File: config.mk
export PLATFORM = sky130hd
export DESIGN_NAME = hsv_to_rgb_converter
export DESIGN_NICKNAME = d
export VERILOG_FILES = /design/src/design/hsv_pkg.sv /design/src/design/hsv_sector.sv /design/src/design/hsv_mix.sv /design/src/design/hsv_scale.sv /design/src/design/hsv_to_rgb_converter.sv
export SDC_FILE = /design/constraint.sdc
export NUM_CORES = 2
export LEC_CHECK = 0
export ABC_AREA = 1
export BUFFER_PORTS_ARGS = -buffer_cell sky130_fd_sc_hd__buf_2
export CORE_UTILIZATION = 50
export DETAILED_ROUTE_END_ITERATION = 16
export PLACE_DENSITY = 0.64
export SYNTH_ARGS = -nofsm -noshare
export SYNTH_HDL_FRONTEND = slang
export SYNTH_SLANG_ARGS = --single-unit
File: constraint.sdc
create_clock -name i_clk -period 9 [get_ports i_clk]
set_clock_uncertainty 0.15 [all_clocks]
set_input_delay 1.8 -clock i_clk [delete_from_list [all_inputs] [get_ports i_clk]]
set_output_delay 1.8 -clock i_clk [all_outputs]
set_load 0.03 [all_outputs]
File: src/design/hsv_pkg.sv
package hsv_pkg;

    // input and output widths
    localparam int HUE_W    = 16;
    localparam int FRAC_W   = 9;
    localparam int CHAN_W   = 8;

    // internal widths
    localparam int HOFF_W   = 17;   // offset hue, always positive
    localparam int HWRAP_W  = 14;   // hue wrapped into one turn
    localparam int POS_W    = 11;   // position inside a sector, 0..1920
    localparam int SECT_W   = 3;    // sector number 0..5
    localparam int CHROMA_W = 17;   // value * saturation, 0..65536
    localparam int SUM_W    = 27;   // channel in units of 1/(65536*1920)
    localparam int PROD_W   = 35;   // channel sum times 255
    localparam int QUOT_W   = 12;   // product shifted down by 2^23
    localparam int RECIP_W  = 14;
    localparam int RPROD_W  = 26;

    // hue constants in 1/32 degree
    localparam int HUE_FULL   = 11520;
    localparam int HUE_SECTOR = 1920;
    localparam int HUE_OFFSET = 3 * HUE_FULL;  // lifts any 16-bit hue above zero

    localparam logic [FRAC_W-1:0] FRAC_ONE = FRAC_W'(256);

    // division by 15 as multiply by reciprocal, exact for inputs below 10082
    localparam logic [RECIP_W-1:0] RECIP_15  = RECIP_W'(8739);
    localparam int                 RECIP_SHF = 17;
    localparam int                 DIV_SHF   = 23;  // 65536*1920 = 2^23 * 15

    // sector codes
    localparam logic [SECT_W-1:0] SECT_RED_YEL  = 3'd0;
    localparam logic [SECT_W-1:0] SECT_YEL_GRN  = 3'd1;
    localparam logic [SECT_W-1:0] SECT_GRN_CYN  = 3'd2;
    localparam logic [SECT_W-1:0] SECT_CYN_BLU  = 3'd3;
    localparam logic [SECT_W-1:0] SECT_BLU_MAG  = 3'd4;
    localparam logic [SECT_W-1:0] SECT_MAG_RED  = 3'd5;

    // hue decode result handed to the mixer
    typedef struct packed {
        logic [SECT_W-1:0]   sector;
        logic [POS_W-1:0]    frac;     // weight of the intermediate component
        logic [CHROMA_W-1:0] chroma;
        logic [FRAC_W-1:0]   bright;
    } t_hue_pos;

    // channel sums handed to the scaler
    typedef struct packed {
        logic [SUM_W-1:0] blue;
        logic [SUM_W-1:0] green;
        logic [SUM_W-1:0] red;
    } t_chan_sum;

endpackage

File: src/design/hsv_sector.sv
module hsv_sector (
    input  logic                         i_clk,
    input  logic                         i_rst_n,
    input  logic                         i_valid,
    output logic                         o_ready,
    input  logic [hsv_pkg::HUE_W-1:0]    i_hue,
    input  logic [hsv_pkg::FRAC_W-1:0]   i_saturation,
    input  logic [hsv_pkg::FRAC_W-1:0]   i_brightness,
    output logic                         o_valid,
    input  logic                         i_ready,
    output hsv_pkg::t_hue_pos            o_pos
);
    import hsv_pkg::*;

    logic en1, en2, en3;
    logic r_v1, r_v2, r_v3;

    logic [HOFF_W-1:0]   r_hoff, n_hoff;
    logic [FRAC_W-1:0]   r_sat1, n_sat1;
    logic [FRAC_W-1:0]   r_bri1, n_bri1;
    logic [HWRAP_W-1:0]  r_hwrap, n_hwrap;
    logic [CHROMA_W-1:0] r_chroma2, n_chroma2;
    logic [FRAC_W-1:0]   r_bri2;
    t_hue_pos            r_pos, n_pos;

    logic [HOFF_W-1:0]   wrap_sub;
    logic [HWRAP_W-1:0]  sect_sub;
    logic [POS_W-1:0]    in_sect;
    logic [SECT_W-1:0]   sector;

    // stage enables, a stage moves when empty or when the next one moves
    assign en3     = !r_v3 || i_ready;
    assign en2     = !r_v2 || en3;
    assign en1     = !r_v1 || en2;
    assign o_ready = en1;
    assign o_valid = r_v3;
    assign o_pos   = r_pos;

    // stage 1: clamp fractions, offset hue to a positive value
    always_comb begin
        n_hoff = HOFF_W'($signed({{2{i_hue[HUE_W-1]}}, i_hue}) + 18'(HUE_OFFSET));
        n_sat1 = (i_saturation > FRAC_ONE) ? FRAC_ONE : i_saturation;
        n_bri1 = (i_brightness > FRAC_ONE) ? FRAC_ONE : i_brightness;
    end

    // stage 2: wrap hue into one turn, form chroma
    always_comb begin
        priority if (r_hoff >= HOFF_W'(5 * HUE_FULL)) begin
            wrap_sub = HOFF_W'(5 * HUE_FULL);
        end else if (r_hoff >= HOFF_W'(4 * HUE_FULL)) begin
            wrap_sub = HOFF_W'(4 * HUE_FULL);
        end else if (r_hoff >= HOFF_W'(3 * HUE_FULL)) begin
            wrap_sub = HOFF_W'(3 * HUE_FULL);
        end else if (r_hoff >= HOFF_W'(2 * HUE_FULL)) begin
            wrap_sub = HOFF_W'(2 * HUE_FULL);
        end else if (r_hoff >= HOFF_W'(HUE_FULL)) begin
            wrap_sub = HOFF_W'(HUE_FULL);
        end else begin
            wrap_sub = '0;
        end
        n_hwrap   = HWRAP_W'(r_hoff - wrap_sub);
        n_chroma2 = CHROMA_W'(CHROMA_W'(r_sat1) * CHROMA_W'(r_bri1));
    end

    // stage 3: sector and weight of the intermediate component
    always_comb begin
        priority if (r_hwrap >= HWRAP_W'(5 * HUE_SECTOR)) begin
            sector   = SECT_MAG_RED;
            sect_sub = HWRAP_W'(5 * HUE_SECTOR);
        end else if (r_hwrap >= HWRAP_W'(4 * HUE_SECTOR)) begin
            sector   = SECT_BLU_MAG;
            sect_sub = HWRAP_W'(4 * HUE_SECTOR);
        end else if (r_hwrap >= HWRAP_W'(3 * HUE_SECTOR)) begin
            sector   = SECT_CYN_BLU;
            sect_sub = HWRAP_W'(3 * HUE_SECTOR);
        end else if (r_hwrap >= HWRAP_W'(2 * HUE_SECTOR)) begin
            sector   = SECT_GRN_CYN;
            sect_sub = HWRAP_W'(2 * HUE_SECTOR);
        end else if (r_hwrap >= HWRAP_W'(HUE_SECTOR)) begin
            sector   = SECT_YEL_GRN;
            sect_sub = HWRAP_W'(HUE_SECTOR);
        end else begin
            sector   = SECT_RED_YEL;
            sect_sub = '0;
        end
        in_sect = POS_W'(r_hwrap - sect_sub);
        // rising component in even sectors, falling in odd ones
        n_pos.sector = sector;
        n_pos.frac   = sector[0] ? POS_W'(POS_W'(HUE_SECTOR) - in_sect) : in_sect;
        n_pos.chroma = r_chroma2;
        n_pos.bright = r_bri2;
    end

    // valid bits
    always_ff @(posedge i_clk) begin
        if (!i_rst_n) begin
            r_v1 <= 1'b0;
            r_v2 <= 1'b0;
            r_v3 <= 1'b0;
        end else begin
            if (en1) r_v1 <= i_valid;
            if (en2) r_v2 <= r_v1;
            if (en3) r_v3 <= r_v2;
        end
    end

    // payload registers
    always_ff @(posedge i_clk) begin
        if (en1) begin
            r_hoff <= n_hoff;
            r_sat1 <= n_sat1;
            r_bri1 <= n_bri1;
        end
        if (en2) begin
            r_hwrap   <= n_hwrap;
            r_chroma2 <= n_chroma2;
            r_bri2    <= r_bri1;
        end
        if (en3) begin
            r_pos <= n_pos;
        end
    end

endmodule

File: src/design/hsv_mix.sv
module hsv_mix (
    input  logic               i_clk,
    input  logic               i_rst_n,
    input  logic               i_valid,
    output logic               o_ready,
    input  hsv_pkg::t_hue_pos  i_pos,
    output logic               o_valid,
    input  logic               i_ready,
    output hsv_pkg::t_chan_sum o_sum
);
    import hsv_pkg::*;

    logic en4, en5;
    logic r_v4, r_v5;

    logic [SUM_W-1:0]  r_cs, n_cs;
    logic [SUM_W-1:0]  r_xs, n_xs;
    logic [SUM_W-1:0]  r_ms, n_ms;
    logic [SECT_W-1:0] r_sector;
    t_chan_sum         r_sum, n_sum;

    logic [SUM_W-1:0]  sel_r, sel_g, sel_b;

    assign en5     = !r_v5 || i_ready;
    assign en4     = !r_v4 || en5;
    assign o_ready = en4;
    assign o_valid = r_v5;
    assign o_sum   = r_sum;

    // stage 4: chroma, intermediate and offset terms on a common scale
    always_comb begin
        n_cs = SUM_W'(SUM_W'(i_pos.chroma) * SUM_W'(HUE_SECTOR));
        n_xs = SUM_W'(SUM_W'(i_pos.chroma) * SUM_W'(i_pos.frac));
        n_ms = SUM_W'((SUM_W'({i_pos.bright, 8'b0}) - SUM_W'(i_pos.chroma))
                      * SUM_W'(HUE_SECTOR));
    end

    // stage 5: component order by sector, then add the offset
    always_comb begin
        unique case (r_sector)
            SECT_RED_YEL: begin sel_r = r_cs; sel_g = r_xs; sel_b = '0;   end
            SECT_YEL_GRN: begin sel_r = r_xs; sel_g = r_cs; sel_b = '0;   end
            SECT_GRN_CYN: begin sel_r = '0;   sel_g = r_cs; sel_b = r_xs; end
            SECT_CYN_BLU: begin sel_r = '0;   sel_g = r_xs; sel_b = r_cs; end
            SECT_BLU_MAG: begin sel_r = r_xs; sel_g = '0;   sel_b = r_cs; end
            default:      begin sel_r = r_cs; sel_g = '0;   sel_b = r_xs; end
        endcase
        n_sum.red   = sel_r + r_ms;
        n_sum.green = sel_g + r_ms;
        n_sum.blue  = sel_b + r_ms;
    end

    // valid bits
    always_ff @(posedge i_clk) begin
        if (!i_rst_n) begin
            r_v4 <= 1'b0;
            r_v5 <= 1'b0;
        end else begin
            if (en4) r_v4 <= i_valid;
            if (en5) r_v5 <= r_v4;
        end
    end

    // payload registers
    always_ff @(posedge i_clk) begin
        if (en4) begin
            r_cs     <= n_cs;
            r_xs     <= n_xs;
            r_ms     <= n_ms;
            r_sector <= i_pos.sector;
        end
        if (en5) begin
            r_sum <= n_sum;
        end
    end

endmodule

File: src/design/hsv_scale.sv
module hsv_scale (
    input  logic                        i_clk,
    input  logic                        i_rst_n,
    input  logic                        i_valid,
    output logic                        o_ready,
    input  hsv_pkg::t_chan_sum          i_sum,
    output logic                        o_valid,
    input  logic                        i_ready,
    output logic [hsv_pkg::CHAN_W-1:0]  o_red,
    output logic [hsv_pkg::CHAN_W-1:0]  o_green,
    output logic [hsv_pkg::CHAN_W-1:0]  o_blue
);
    import hsv_pkg::*;

    logic en6, en7;
    logic r_v6, r_v7;

    logic [SUM_W-1:0]   lane_sum [3];
    logic [PROD_W-1:0]  lane_prod [3];
    logic [QUOT_W-1:0]  r_quot [3];
    logic [QUOT_W-1:0]  n_quot [3];
    logic [RPROD_W-1:0] lane_rprod [3];
    logic [CHAN_W-1:0]  r_chan [3];
    logic [CHAN_W-1:0]  n_chan [3];

    assign en7     = !r_v7 || i_ready;
    assign en6     = !r_v6 || en7;
    assign o_ready = en6;
    assign o_valid = r_v7;
    assign o_red   = r_chan[0];
    assign o_green = r_chan[1];
    assign o_blue  = r_chan[2];

    assign lane_sum[0] = i_sum.red;
    assign lane_sum[1] = i_sum.green;
    assign lane_sum[2] = i_sum.blue;

    // stage 6: times 255, then drop the power-of-two part of the divisor
    always_comb begin
        for (int i = 0; i < 3; i++) begin
            lane_prod[i] = {lane_sum[i], 8'b0} - PROD_W'(lane_sum[i]);
            n_quot[i]    = lane_prod[i][DIV_SHF +: QUOT_W];
        end
    end

    // stage 7: divide by 15 through the reciprocal
    always_comb begin
        for (int i = 0; i < 3; i++) begin
            lane_rprod[i] = RPROD_W'(RPROD_W'(r_quot[i]) * RPROD_W'(RECIP_15));
            n_chan[i]     = lane_rprod[i][RECIP_SHF +: CHAN_W];
        end
    end

    // valid bits
    always_ff @(posedge i_clk) begin
        if (!i_rst_n) begin
            r_v6 <= 1'b0;
            r_v7 <= 1'b0;
        end else begin
            if (en6) r_v6 <= i_valid;
            if (en7) r_v7 <= r_v6;
        end
    end

    // payload registers
    always_ff @(posedge i_clk) begin
        for (int i = 0; i < 3; i++) begin
            if (en6) r_quot[i] <= n_quot[i];
            if (en7) r_chan[i] <= n_chan[i];
        end
    end

endmodule

File: src/design/hsv_to_rgb_converter.sv
// hsv to rgb pixel converter
// input stream: one request per pixel on the slave group, hue (signed,
// 1/32 degree, any value wraps modulo 360 degrees), saturation and
// brightness (256 means full, larger values clamp to full)
// output stream: one request per pixel on the master group with 8-bit
// red, green and blue, in the same order as the input
// throughput: one pixel per clock while the receiver keeps tready high;
// every stage has its own valid bit and moves whenever it is empty or the
// stage after it moves; pipeline stages from input accept to output valid,
// in order: hue offset, hue wrap, sector decode, chroma products, channel
// select and offset add, scale by 255, divide by 15
// stall: when the receiver holds tready low, the output stage holds its
// pixel and the stages behind it keep filling; the input tready drops only
// once every stage holds a pixel, so nothing is lost or repeated
// reset: synchronous, active low; clears all valid bits, the payload
// registers have no reset, and the block is ready on the first cycle after reset
module hsv_to_rgb_converter (
    input  logic        i_clk,
    input  logic        i_rst_n,
    input  logic        i_s_axis_tvalid,
    output logic        o_s_axis_tready,
    input  logic [39:0] i_s_axis_tdata,   // hue[15:0], saturation[24:16], brightness[33:25]
    output logic        o_m_axis_tvalid,
    input  logic        i_m_axis_tready,
    output logic [23:0] o_m_axis_tdata    // red[7:0], green[15:8], blue[23:16]
);
    import hsv_pkg::*;

    logic      sect_valid, sect_ready;
    t_hue_pos  sect_pos;
    logic      mix_valid, mix_ready;
    t_chan_sum mix_sum;
    logic [CHAN_W-1:0] red, green, blue;

    // hue wrap and sector decode
    hsv_sector u_sector (
        .i_clk        (i_clk),
        .i_rst_n      (i_rst_n),
        .i_valid      (i_s_axis_tvalid),
        .o_ready      (o_s_axis_tready),
        .i_hue        (i_s_axis_tdata[15:0]),
        .i_saturation (i_s_axis_tdata[24:16]),
        .i_brightness (i_s_axis_tdata[33:25]),
        .o_valid      (sect_valid),
        .i_ready      (mix_ready),
        .o_pos        (sect_pos)
    );

    // component products and channel order
    hsv_mix u_mix (
        .i_clk   (i_clk),
        .i_rst_n (i_rst_n),
        .i_valid (sect_valid),
        .o_ready (mix_ready),
        .i_pos   (sect_pos),
        .o_valid (mix_valid),
        .i_ready (sect_ready),
        .o_sum   (mix_sum)
    );

    // scale to 8-bit channels
    hsv_scale u_scale (
        .i_clk   (i_clk),
        .i_rst_n (i_rst_n),
        .i_valid (mix_valid),
        .o_ready (sect_ready),
        .i_sum   (mix_sum),
        .o_valid (o_m_axis_tvalid),
        .i_ready (i_m_axis_tready),
        .o_red   (red),
        .o_green (green),
        .o_blue  (blue)
    );

    assign o_m_axis_tdata = {blue, green, red};

endmodule
=== Yosys cells after proc, flatten, opt, wreduce, memory -nomap -nowiden ===
Memory sizes are Yosys's and may differ from the RTL's.
Cells that the tools add are included.

* Bits in registers: 273
* Bits in latches: 0
* Bits in writable memories: 60
* Memory bits (read-only): 0
* Input bits: 44
* Output and inout bits: 26
* Word-level logic and storage cells: 106
* Memories kept: 2

{| class="wikitable"
|+ Memory list
! memory !! words !! bits a word !! rd ports !! clocked after Yosys merged registers in !! wr ports !! line !! RTL
|-
| u_scale.r_quot || 3 || 12 || 3 || 0 || 3 || hsv_scale.sv:20 || <nowiki>logic [QUOT_W-1:0] r_quot [3];</nowiki>
|-
| u_scale.r_chan || 3 || 8 || 3 || 0 || 3 || hsv_scale.sv:23 || <nowiki>logic [CHAN_W-1:0] r_chan [3];</nowiki>
|}

* Add/sub/neg operators: 11
* $mul: 7
* Divide/modulo/power cells: 0
* $lt $le $gt $ge: 12
* Eq/ne operators: 4
* Shift-type cells: 0
* Muxes and demuxes: 23
* Bitwise gates (word level): 0
* Reduce and logical (&&, ||, !) cells: 22

{| class="wikitable"
|+ Operators with widths
! cell !! number
|-
| 27-bit one-hot mux with 2 select lines || 3
|-
| 35-bit by 27-bit subtractor with 35-bit output || 3
|-
| 27-bit adder || 3
|-
| 12-bit by 14-bit multiplier with 25-bit output, second input constant || 3
|-
| 14-bit two-way mux || 5
|-
| 11-bit two-way mux || 6
|-
| 17-bit by 16-bit >= comparator with 1-bit output, second input constant || 3
|-
| 14-bit by 13-bit >= comparator with 1-bit output, second input constant || 2
|-
| 17-bit by 11-bit multiplier with 27-bit output || 1
|-
| 27-bit by 4-bit multiplier with 20-bit output, second input constant || 1
|-
| 17-bit by 4-bit multiplier with 20-bit output, second input constant || 1
|-
| 9-bit > comparator, second input constant || 2
|-
| 17-bit by 17-bit subtractor with 18-bit output || 1
|-
| 16-bit by 17-bit adder with 17-bit output, second input constant || 1
|-
| 17-bit by 14-bit >= comparator with 1-bit output, second input constant || 1
|-
| 17-bit by 15-bit >= comparator with 1-bit output, second input constant || 1
|-
| 9-bit by 9-bit multiplier with 17-bit output || 1
|-
| 14-bit by 11-bit >= comparator with 1-bit output, second input constant || 1
|-
| 14-bit by 12-bit >= comparator with 1-bit output, second input constant || 1
|-
| 14-bit >= comparator, second input constant || 1
|-
| 2-bit OR reduction || 7
|-
| 14-bit subtractor || 1
|-
| 11-bit subtractor || 1
|-
| 11-bit subtractor, first input constant || 1
|-
| other kinds (8) || 28
|}

=== Logic depth before layout (Yosys ltp) ===
* Word-level depth: 9
* Mapped depth: 26
* Gate-level depth less buffers: 25

=== Cells and area by module ===
Synthesis repeated with hierarchy kept, for this count alone.

* Cells, all modules: 5039
* Area total of the unflattened synthesis: 39434.1 µm²

{| class="wikitable"
|+ By module, submodules not included
! module !! instances !! cells each !! area an instance (µm²) !! sequential area each (µm²)
|-
| hsv_mix || 1 || 2291 || 18953.2 || 4544.4
|-
| hsv_scale || 1 || 1985 || 12877.4 || 1841.8
|-
| hsv_sector || 1 || 763 || 7603.5 || 3513.4
|}

=== Worst setup path before layout ===
OpenSTA, ideal clock, no wires.

* Path kind: in2out
* Start point: in i_m_axis_tready
* End point: out o_s_axis_tready
* Arrival: 4939 ps
* Data required time: 7050 ps
* Path slack: 2111 ps
* Stages: 8
* Buffers on the path: 0
* Cells stage by stage: nor2_1 inv_2 nor2_4 nand2_2 nor2_4 nand2_2 nor2_2 nand2_1

* Word-level cells in the longest chain between the ends: 7

{| class="wikitable"
|+ RTL lines
! item !! line !! RTL
|-
| start: declaration || hsv_to_rgb_converter.sv:24 || <nowiki>input logic i_m_axis_tready,</nowiki>
|-
| 1-bit logical OR || hsv_scale.sv:26 || <nowiki>assign en7 = !r_v7 || i_ready;</nowiki>
|-
| named net u_scale.en7 || hsv_scale.sv:15 || <nowiki>logic en6, en7;</nowiki>
|-
| 1-bit logical OR || hsv_scale.sv:27 || <nowiki>assign en6 = !r_v6 || en7;</nowiki>
|-
| 1-bit logical OR || hsv_mix.sv:24 || <nowiki>assign en5 = !r_v5 || i_ready;</nowiki>
|-
| named net u_mix.en5 || hsv_mix.sv:13 || <nowiki>logic en4, en5;</nowiki>
|-
| 1-bit logical OR || hsv_mix.sv:25 || <nowiki>assign en4 = !r_v4 || en5;</nowiki>
|-
| 1-bit logical OR || hsv_sector.sv:32 || <nowiki>assign en3 = !r_v3 || i_ready;</nowiki>
|-
| named net u_sector.en3 || hsv_sector.sv:15 || <nowiki>logic en1, en2, en3;</nowiki>
|-
| 1-bit logical OR || hsv_sector.sv:33 || <nowiki>assign en2 = !r_v2 || en3;</nowiki>
|-
| 1-bit logical OR || hsv_sector.sv:34 || <nowiki>assign en1 = !r_v1 || en2;</nowiki>
|-
| end: declaration || hsv_to_rgb_converter.sv:21 || <nowiki>output logic o_s_axis_tready,</nowiki>
|}

The timed path passes the listed nets, and every way through them passes these cells.

=== Final worst setup path ===
Ends and elaborated chain as after synthesis.

==> flow_metrics.env <==
export IMPL_finalCritPeriodShare_pct=69.8
export IMPL_drt_wl_total_mm=86.7
export IMPL_hpwl_mm=72.5
export IMPL_slew_viol_final=0
export IMPL_drv_cap=0
export IMPL_cts_tree="yes"
export IMPL_rsz0062_at_grt="false"
export IMPL_areaGrowthSynthToFinish_pct=6.87
export IMPL_viasPerCell=5.21
export IMPL_num_fill_cells=7082
export IMPL_drive_gt1_share_pct=4.82
export IMPL_io_pins=70
export IMPL_cp_endpoint="o_s_axis_tready"
export IMPL_status="finished clean"
export IMPL_vias=28933
export IMPL_n_antenna_cell=0
export IMPL_synth_warnings=0
export IMPL_core_area_sq_um=74300
export IMPL_synth_edf_count=325
export IMPL_postSynth_asyncResetShare_pct=0
export IMPL_nets=5362
export IMPL_synthTopCellsByCount="949 x inv_1, 914 x nand2_1, 459 x ha_1"
export IMPL_synth_seq_cells=332
export IMPL_grt_pass1_vias=28886
export IMPL_path_max_fanout=42
export IMPL_fp_row_count=100
export IMPL_cp_startpoint="i_m_axis_tready"
export IMPL_wl_per_cell_um=15.6
export IMPL_track_usage_pct=23.4
export IMPL_setup_tns_ps=0
export IMPL_worst_r2r_setup_slack_ps=3290
export IMPL_endpoint_kind="output port"
export IMPL_cts_made_buffers=42
export IMPL_cp_start_kind="input pin"
export IMPL_relSlewSlack_pct=21.0
export IMPL_routabilityCongestion=0.949
export IMPL_cts_path_max_buffers=3
export IMPL_drc=0
export IMPL_crit_required_ps=7050
export IMPL_syn_mean_instance_area_sq_um=8.30
export IMPL_grt_max_degree=74
export IMPL_cts_sinks=332
export IMPL_cts_repair_resize_count=0
export IMPL_gr_total_overflow=0
export IMPL_syn_nets=5320
export IMPL_cts_hold_fix_buffers=0
export IMPL_port_buffers=63
export IMPL_pre_cts_ws_ps=2630
export IMPL_setup_worst_path_class="input pin to output port"
export IMPL_holdWs_ps=259
export IMPL_grt_pass1_wl_mm=143
export IMPL_hold_viol_final=0
export IMPL_post_route_cell_area_sq_um=40100
export IMPL_drtAntennaViolNets=0
export IMPL_cts_setup_buffers=0
export IMPL_min_from="u_sector.r_bri2[0]$_DFFE_PP_"
export IMPL_die_w_um=276
export IMPL_clockRootBuffer="clkbuf_16"
export IMPL_dieArea_sq_um=76100
export IMPL_htree_levels=2
export IMPL_min_path_type="flop to flop"
export IMPL_reg2reg_to="u_mix.r_ms[26]$_DFFE_PP_"
export IMPL_synthFlopType="edfxtp_1"
export IMPL_synth_top_cell_by_area="edfxtp_1"
export IMPL_post_synth_top_area_fraction_pct=26.0
export IMPL_cp_arrival_ps=4330
export IMPL_cts_clk_slew_worst_paths_ps=60
export IMPL_ff2ff_path_depth=20
export IMPL_yosys_cell_count_top_type="inv_1"
export IMPL_r2r_start="u_sector.o_pos[13]$_DFFE_PP_"
export IMPL_placed_area_sq_um=38800
export IMPL_clk_latency_ps=570
export IMPL_yosysSeqAreaShare_pct=26.4
export IMPL_fmax_mhz=159
export IMPL_syn_cell_area_sq_um=37500
export IMPL_antenna_found_initial=0
export IMPL_setup_violations=0
export IMPL_syn_inst=4515
export IMPL_drt_iter0_markers=1458
export IMPL_die_y_um=276
export IMPL_drt_pass1_iter_count=6
export IMPL_synth_distinct_cells=58
export IMPL_yosys_top_cells_area="edfxtp_1 26%, fa_1 16%, ha_1 15%, inv_1 9.5%, nand2_1 9.2%"
export IMPL_layout_setup_ws_ps=2720
export IMPL_initial_core_util_pct=50.4
export IMPL_worst_pin_slew_ps=1180
export IMPL_min_period_ps=6280
## routing by layer
metal	share of wire (%)	track usage [%]
met1	44	29.7
met2	50	42.1
met3	3.6	2.45
met4	2.3	6.20
met5	0	0
## worst min path at each step
stage                                               to  cells past startpoint
after global routing      u_sector.o_pos[13]$_DFFE_PP_                      0
final                      u_sector.o_pos[0]$_DFFE_PP_                      0
after floorplan            u_mix.r_sector[0]$_DFFE_PP_                      0
after detailed placement   u_mix.r_sector[0]$_DFFE_PP_                      0
after CTS                 u_sector.o_pos[24]$_DFFE_PP_                      0
after global placement     u_sector.o_pos[3]$_DFFE_PP_                      0
## cell type report
cell class | instances | area (sq um) | area share (%)
Timing Repair Buffer | 73 | 390 | 0.974
Tap cell | 969 | 1210 | 3.03
Multi-Input combinational cell | 3150 | 23700 | 59.1
Clock buffer | 48 | 1090 | 2.73
Inverter | 958 | 3600 | 8.98
Clock inverter | 24 | 195 | 0.487
Sequential cell | 332 | 9900 | 24.7
## logic make-up (layout without fill, tap and decap cells)
| group | after synthesis | count (layout) | synth area share (%) |
|---|---|---|---|
| and+or+nand+nor | 1604 | 1604 | 17.9 |
| buffers and inverters | 1033 | 1103 | 10.5 |
| adders and majority gates | 761 | 761 | 31.4 |
| AOI/OAI and AO/OA | 593 | 593 | 9.31 |
| DFF | 332 | 332 | 26.4 |
| xor gates and xnor gates | 192 | 192 | 4.49 |
## placed cells by master, fill, tap and decap left out, types with 10 or more instances in the layout
cell type	Yosys	layout
inv_1	949	948
o21ai_1	17	17
nand2_2	20	19
o21ai_2	14	14
buf_2	6	63
buf_4	1	10
nor3_1	43	43
ha_1	459	459
nor4_1	19	19
nor2_1	356	356
o21bai_1	25	25
o21ai_0	129	129
clkbuf_16	0	43
o22ai_1	59	59
edfxtp_1	325	325
nand4_1	76	76
o21a_1	13	13
a21o_1	40	40
inv_2	9	10
fa_1	302	302
nand2_1	914	914
a21oi_1	234	234
nand3_1	142	142
xor2_1	130	130
a31oi_1	20	20
xnor2_1	62	62
## state kept, by name, summed over array words and instances, names as in the netlist, 14 cells and up
signal	cells
u_mix.o_sum	81
u_sector.o_pos	40
u_scale.r_quot	36
u_mix.r_xs	27
u_scale.r_chan	24
u_mix.r_cs	20
u_mix.r_ms	19
u_sector.r_chroma2	17
u_sector.r_hoff	17
u_sector.r_hwrap	14
## worst max-delay path, cell delays in order
cell     delay, ps
buf_2           80
nor2_1          40
inv_2          470
nor2_4          80
nand2_4        170
nor2_4          60
nand2_2        710
nor2_2         100
nand2_1        100
buf_4          400
buf_2          290
## per-stage QoR
step,std cells,util [%]
3_5_place_dp,5482,52.2
5_1_grt,5554,53.9
2_1_floorplan,4515,-
3_3_place_gp,5482,52.2
6_report,5554,53.9
4_1_cts,5554,53.9
Power is not shown: default switching activity piles up to over one toggle a cycle in this logic, so the estimate is an artifact.
